File: src/hdl/sorted_priority_queue_core_defines.svh
// assertion helpers for the queue rtl
`ifndef SORTED_PRIORITY_QUEUE_CORE_DEFINES_SVH
`define SORTED_PRIORITY_QUEUE_CORE_DEFINES_SVH

// same-cycle implication, checked out of reset
`define SPQ_ASSERT_NOW(lbl, ante, cons) \
    lbl: assert property (@(posedge i_clk) disable iff (!i_rst_n) (ante) |-> (cons)) \
        else $error("spq check failed");

// next-cycle implication, checked out of reset
`define SPQ_ASSERT_NEXT(lbl, ante, cons) \
    lbl: assert property (@(posedge i_clk) disable iff (!i_rst_n) (ante) |=> (cons)) \
        else $error("spq check failed");

`endif

File: src/hdl/spq_pkg.sv
package spq_pkg;

    localparam int CAPACITY = 16;
    localparam int PRI_BITS = 16;
    localparam int REC_BITS = 32;
    localparam int CNT_W    = $clog2(CAPACITY + 1);

    typedef enum logic [1:0] {
        OP_INSERT = 2'd0,
        OP_REMOVE = 2'd1,
        OP_CLEAR  = 2'd2,
        OP_NOP    = 2'd3
    } t_op;

    typedef enum logic [1:0] {
        ST_OK    = 2'd0,
        ST_EMPTY = 2'd1,
        ST_FULL  = 2'd2
    } t_status;

    typedef struct packed {
        t_op                        op;
        logic signed [PRI_BITS-1:0] new_priority;
        logic [REC_BITS-1:0]        new_payload;
    } t_in_item;

    typedef struct packed {
        t_status                    status;
        logic signed [PRI_BITS-1:0] removed_priority;
        logic [REC_BITS-1:0]        removed_payload;
        logic [CNT_W-1:0]           insert_position;
        logic [CNT_W-1:0]           entry_count;
        logic signed [PRI_BITS-1:0] front_priority;
        logic [REC_BITS-1:0]        front_payload;
        logic signed [PRI_BITS-1:0] tail_priority;
        logic [REC_BITS-1:0]        tail_payload;
    } t_out_item;

    typedef struct packed {
        logic signed [PRI_BITS-1:0] pri;
        logic [REC_BITS-1:0]        payload;
    } t_rec;

    // broadcast to every cell
    typedef struct packed {
        logic insert;
        logic remove;
        logic clear;
        t_rec item;
    } t_cell_ctrl;

    // handed from a cell to its frontward neighbour
    typedef struct packed {
        logic valid;
        logic le;
        t_rec rec;
    } t_link;

endpackage

File: src/hdl/spq_cell.sv
module spq_cell (
    input  logic               i_clk,
    input  logic               i_rst_n,
    input  spq_pkg::t_cell_ctrl i_ctrl,
    input  spq_pkg::t_link     i_left,
    input  logic               i_right_valid,
    output spq_pkg::t_link     o_link,
    output logic               o_take_new
);

    logic          r_valid;
    spq_pkg::t_rec r_rec;
    logic          w_le;
    logic          w_take_left;

    // entry at or below the key stays tailward of the new record
    assign w_le        = r_valid && (r_rec.pri <= i_ctrl.item.pri);
    assign w_take_left = i_left.valid && !i_left.le;
    assign o_take_new  = i_left.le && !w_le;

    assign o_link.valid = r_valid;
    assign o_link.le    = w_le;
    assign o_link.rec   = r_rec;

    always_ff @(posedge i_clk) begin
        if (!i_rst_n) begin
            r_valid <= 1'b0;
        end else if (i_ctrl.clear) begin
            r_valid <= 1'b0;
        end else if (i_ctrl.remove) begin
            if (r_valid && !i_right_valid) begin
                r_valid <= 1'b0;
            end
        end else if (i_ctrl.insert) begin
            if (w_take_left || o_take_new) begin
                r_valid <= 1'b1;
            end
        end
    end

    always_ff @(posedge i_clk) begin
        if (i_ctrl.insert) begin
            if (w_take_left) begin
                r_rec <= i_left.rec;
            end else if (o_take_new) begin
                r_rec <= i_ctrl.item;
            end
        end
    end

endmodule

File: src/hdl/sorted_priority_queue_core.sv
// a request is accepted into r_req, executed in S_EXEC and loaded into the output register from S_DONE
// a new request is not taken until the last one has been reported, set by the execute/report sequencer
// execute cycle: on insert all cells compare against the key and shift in one step
// reset (synchronous, active low) clears the count, the cell valid bits, the output
// valid and the sequencer; stored records are not cleared
`include "sorted_priority_queue_core_defines.svh"

module sorted_priority_queue_core (
    input  logic              i_clk,
    input  logic              i_rst_n,
    input  logic              i_in_valid,
    output logic              o_in_ready,
    input  spq_pkg::t_in_item i_in_data,
    output logic              o_out_valid,
    input  logic              i_out_ready,
    output spq_pkg::t_out_item o_out_data
);

    typedef enum logic [1:0] {
        S_IDLE,
        S_EXEC,
        S_DONE
    } t_state;

    t_state                        r_state;
    spq_pkg::t_in_item             r_req;
    logic [spq_pkg::CNT_W-1:0]     r_count;
    spq_pkg::t_status              r_status;
    spq_pkg::t_rec                 r_removed;
    logic [spq_pkg::CNT_W-1:0]     r_pos;
    spq_pkg::t_out_item            r_out;
    logic                          r_out_valid;

    spq_pkg::t_cell_ctrl           w_ctrl;
    spq_pkg::t_link                w_link [spq_pkg::CAPACITY+1];
    logic [spq_pkg::CAPACITY-1:0]  w_valid;
    logic [spq_pkg::CAPACITY-1:0]  w_is_front;
    logic [spq_pkg::CAPACITY-1:0]  w_take_new;
    spq_pkg::t_rec                 w_front;
    spq_pkg::t_rec                 w_tail;
    logic [spq_pkg::CNT_W-1:0]     w_pos;
    logic                          w_full;
    logic                          w_empty;
    logic                          w_can_load;
    logic                          w_in_acc;

    assign w_full     = (r_count == spq_pkg::CNT_W'(spq_pkg::CAPACITY));
    assign w_empty    = (r_count == '0);
    assign w_can_load = !r_out_valid || i_out_ready;
    assign o_in_ready = (r_state == S_IDLE) || ((r_state == S_DONE) && w_can_load);
    assign w_in_acc   = i_in_valid && o_in_ready;

    assign w_ctrl.insert       = (r_state == S_EXEC) && (r_req.op == spq_pkg::OP_INSERT)
                                 && !w_full;
    assign w_ctrl.remove       = (r_state == S_EXEC) && (r_req.op == spq_pkg::OP_REMOVE);
    assign w_ctrl.clear        = (r_state == S_EXEC) && (r_req.op == spq_pkg::OP_CLEAR);
    assign w_ctrl.item.pri     = r_req.new_priority;
    assign w_ctrl.item.payload = r_req.new_payload;

    // tail boundary: below every key, holds nothing
    assign w_link[0].valid = 1'b0;
    assign w_link[0].le    = 1'b1;
    assign w_link[0].rec   = '0;

    for (genvar g = 0; g < spq_pkg::CAPACITY; g++) begin : g_cell
        logic w_right_valid;
        if (g == spq_pkg::CAPACITY - 1) begin : g_last
            assign w_right_valid = 1'b0;
        end else begin : g_mid
            assign w_right_valid = w_link[g+2].valid;
        end
        spq_cell u_cell (
            .i_clk         (i_clk),
            .i_rst_n       (i_rst_n),
            .i_ctrl        (w_ctrl),
            .i_left        (w_link[g]),
            .i_right_valid (w_right_valid),
            .o_link        (w_link[g+1]),
            .o_take_new    (w_take_new[g])
        );
        assign w_valid[g]    = w_link[g+1].valid;
        assign w_is_front[g] = w_link[g+1].valid && !w_right_valid;
    end

    always_comb begin
        w_front = '0;
        w_pos   = '0;
        for (int i = 0; i < spq_pkg::CAPACITY; i++) begin
            if (w_is_front[i]) begin
                w_front = w_front | w_link[i+1].rec;
            end
            if (w_take_new[i]) begin
                w_pos = w_pos | spq_pkg::CNT_W'(i);
            end
        end
    end

    assign w_tail = w_valid[0] ? w_link[1].rec : '0;

    always_ff @(posedge i_clk) begin
        if (!i_rst_n) begin
            r_state     <= S_IDLE;
            r_count     <= '0;
            r_out_valid <= 1'b0;
        end else begin
            if (r_out_valid && i_out_ready && (r_state != S_DONE)) begin
                r_out_valid <= 1'b0;
            end
            if (w_in_acc) begin
                r_req <= i_in_data;
            end
            unique case (r_state)
                S_IDLE: begin
                    if (i_in_valid) begin
                        r_state <= S_EXEC;
                    end
                end
                S_EXEC: begin
                    unique case (r_req.op)
                        spq_pkg::OP_INSERT: begin
                            r_removed <= '0;
                            if (w_full) begin
                                r_status <= spq_pkg::ST_FULL;
                                r_pos    <= '0;
                            end else begin
                                r_status <= spq_pkg::ST_OK;
                                r_pos    <= w_pos;
                                r_count  <= r_count + 1'b1;
                            end
                        end
                        spq_pkg::OP_REMOVE: begin
                            r_pos <= '0;
                            if (w_empty) begin
                                r_status  <= spq_pkg::ST_EMPTY;
                                r_removed <= '0;
                            end else begin
                                r_status  <= spq_pkg::ST_OK;
                                r_removed <= w_front;
                                r_count   <= r_count - 1'b1;
                            end
                        end
                        spq_pkg::OP_CLEAR: begin
                            if (w_empty) begin
                                r_status <= spq_pkg::ST_EMPTY;
                            end else begin
                                r_status <= spq_pkg::ST_OK;
                            end
                            r_removed <= '0;
                            r_pos     <= '0;
                            r_count   <= '0;
                        end
                        default: begin
                            r_status  <= spq_pkg::ST_OK;
                            r_removed <= '0;
                            r_pos     <= '0;
                        end
                    endcase
                    r_state <= S_DONE;
                end
                S_DONE: begin
                    if (w_can_load) begin
                        r_out.status           <= r_status;
                        r_out.removed_priority <= r_removed.pri;
                        r_out.removed_payload  <= r_removed.payload;
                        r_out.insert_position  <= r_pos;
                        r_out.entry_count      <= r_count;
                        r_out.front_priority   <= w_front.pri;
                        r_out.front_payload    <= w_front.payload;
                        r_out.tail_priority    <= w_tail.pri;
                        r_out.tail_payload     <= w_tail.payload;
                        r_out_valid            <= 1'b1;
                        r_state                <= i_in_valid ? S_EXEC : S_IDLE;
                    end
                end
                default: begin
                    r_state <= S_IDLE;
                end
            endcase
        end
    end

    assign o_out_valid = r_out_valid;
    assign o_out_data  = r_out;

    // valid cells form a solid run from the tail, as long as the count
    `SPQ_ASSERT_NOW(a_valid_run, 1'b1, ((w_valid & (w_valid + 1'b1)) == '0))
    `SPQ_ASSERT_NOW(a_count_match, 1'b1, ($countones(w_valid) == r_count))
    `SPQ_ASSERT_NOW(a_one_slot, w_ctrl.insert, $onehot(w_take_new))
    `SPQ_ASSERT_NEXT(a_insert_grows, w_ctrl.insert, (r_count == $past(r_count) + 1'b1))

endmodule

File: config.mk
export PLATFORM = sky130hd
export DESIGN_NAME = sorted_priority_queue_core
export DESIGN_NICKNAME = d
export VERILOG_FILES = /design/src/hdl/spq_pkg.sv /design/src/hdl/spq_cell.sv /design/src/hdl/sorted_priority_queue_core.sv
export VERILOG_INCLUDE_DIRS = /design/src /design/src/hdl
export SDC_FILE = /design/constraint.sdc
export NUM_CORES = 2
export LEC_CHECK = 0
export ABC_CLOCK_PERIOD_IN_PS = 13900
export BUFFER_PORTS_ARGS = -buffer_cell sky130_fd_sc_hd__clkbuf_2
export CAP_MARGIN = 20
export CORE_ASPECT_RATIO = 0.8
export CORE_UTILIZATION = 60
export CTS_CLUSTER_SIZE = 40
export DETAILED_ROUTE_END_ITERATION = 8
export HOLD_SLACK_MARGIN = 0.06
export PLACE_DENSITY = 0.86
export RECOVER_POWER = 100
export SYNTH_ARGS = -nofsm -noshare
export SYNTH_HDL_FRONTEND = slang
export SYNTH_HIERARCHICAL = 1
export SYNTH_SLANG_ARGS = --single-unit
File: constraint.sdc
create_clock -name i_clk -period 13.9 [get_ports i_clk]
set_clock_uncertainty 0.2 [all_clocks]
set_input_delay 0 -clock i_clk [delete_from_list [all_inputs] [get_ports i_clk]]
set_output_delay 0 -clock i_clk [all_outputs]
set_load 0.02 [all_outputs]
==> results.json <==
{
  "stdcell_count": 5367,
  "placed_area_um2": 56300,
  "final_layout_size_suffix_gt1_frac": 0.2547,
  "status": "finished, violations left",
  "track_usage": 0.3744,
  "violations": "max-capacitance violations, max-slew violations",
  "grt_overflow": 0,
  "gp_congestion": 1.010,
  "ys_warn_count": 6,
  "clkSlewWorstSetupHoldPaths_ns": 0.07,
  "crit_path_end_kind": "flip-flop",
  "final-max-slew-violation-count": 2114,
  "cts_resized": 0,
  "hold_buffers": 107,
  "start_util": 0.6088,
  "finalHoldViolCount": 0,
  "cp_max_fo": 32,
  "crit_type": "flip-flop to flip-flop",
  "nFillCells": 5983,
  "dr.pass1.iters": 6,
  "fin_tns_setup_ns": 0,
  "grt_pass1_wl_um": 248000,
  "grt_pass1_vias": 36901,
  "ir_worst_vdd_v": 0.00009735,
  "clkSinkCount": 1051,
  "core-area_um2": 87990,
  "detail-route-antenna-nets": 0,
  "layout_common_cells": "edfxtp_1, mux2_2, a22oi_1",
  "p_leak_nw": 21.55,
  "syn_avg_cell_area_um2": 14.32,
  "cp.arrival_ns": 10.02,
  "start_kind": "flip-flop",
  "syn-cell-area_um2": 53570,
  "antenna_found_initial": 2,
  "hp-class": "flip-flop to flip-flop",
  "die_h_um": 269.3,
  "drt_iter0_markers": 6006,
  "clockBufferDepth": 3,
  "cts_tree": "done",
  "rows": 97,
  "max-cap-violations": 71,
  "wl_per_cell_um": 32.18,
  "wirelength_um": 172700,
  "die_area_um2": 90490,
  "cts.htree.levels": 3,
  "post-cts-setup-buffers": 0,
  "ios": 212,
  "relSlewSlack": -1.943,
  "final_common_cell": "edfxtp_1",
  "nNetsFinal": 4409,
  "max_freq_mhz": 100.2,
  "cts_root_buf": "clkbuf_16",
  "stdcell_area_um2": 60050,
  "power_density_nw_per_um2": 111.3,
  "setup_viol": 0,
  "route.detailed.drc": 0,
  "finalCritPeriodShare": 0.7181,
  "grt_max_degree": 63,
  "syn_inst": 3742,
  "die_x_um": 336.1,
  "vias": 38143,
  "rsz0062_at_grt": "no",
  "hpwl_um": 104400,
  "cts_buffers": 102,
  "port_buffers": 210,
  "fin_crit_ns": 9.981,
  "clock_latency_ns": 0.71,
  "via_per_inst": 7.107,
  "cp.required_ns": 13.94,
  "area_delta_synth_final_pct": 12.10,
  "tightestPinTransition_ns": 4.414,
  "placed_cells": 5061
}
routing by layer:
layer	track usage	wire length [um]
met5	0	49
met1	0.5176	62900
met2	0.5437	73440
met3	0.1220	27280
met4	0.1572	9020
path summary, 6_finish.rpt:
path                               startpoint                          end  slack [ns]  cells past startpoint
worst max register to register      r_req[47]  g_cell[8].u_cell/o_link[28]        3.92                     11
worst min-delay path            r_removed[19]              o_out_data[125]        0.22                      0
worst max-delay path                r_req[47]  g_cell[8].u_cell/o_link[28]        3.92                     11
worst min register to register  r_removed[19]              o_out_data[125]        0.22                      0
per-stage QoR:
step / power (mW) / worst slack [ns] / hold slack (ns) / utilization
final: 6.681 / 3.919 / 0.2172 / 0.6824
after global routing: 6.825 / 4.010 / 0.2227 / 0.6824
after CTS: 6.673 / 8.337 / 0.2193 / 0.6910
after detailed placement: 3.829 / 8.355 / -0.02134 / 0.6398
after global placement: 3.816 / 8.501 / -0.02333 / 0.6398
after floorplan: 3.747 / 1.139 / -0.1011 / -
layout make-up:
cell class,count,area [um^2],area share
multi-input cells,2247,20400,0.3398
repair buffers,395,2303,0.03836
flip-flops and latches,1051,31320,0.5216
inverters,293,1100,0.01832
diodes,1,2.502,0.00004167
clock inverters,73,743.2,0.01238
clock buffers,119,2688,0.04476
well taps,1188,1486,0.02475
critical path, stage by stage, from the launching register on:
cell and delay (ns):
edfxtp_1 0.33, clkbuf_1 1.25, inv_1 0.13, ha_1 0.38
nand4_1 0.43, nor4_1 1.34, a21boi_0 0.29, a2111oi_0 0.11
a221o_1 0.43, and2_0 0.25, a31oi_1 2.10, clkbuf_1 2.21
state kept, by name (all words and copies together), names as in the netlist, 2 cells and up:
register               cells
r_count                    5
r_req                     50
g_cell.u_cell/r_valid     16
r_state                    2
o_out_data               155
g_cell.u_cell/o_link     768
r_pos                      4
r_removed                 48
r_status                   2
where the power goes:
part,internal [mW],switching (mW),total [mW]
sequential,3.48,0.0277,3.51
combinational,0.138,0.150,0.288
clock,1.60,1.28,2.88
Note: power is estimated with default switching activity, not from simulation.
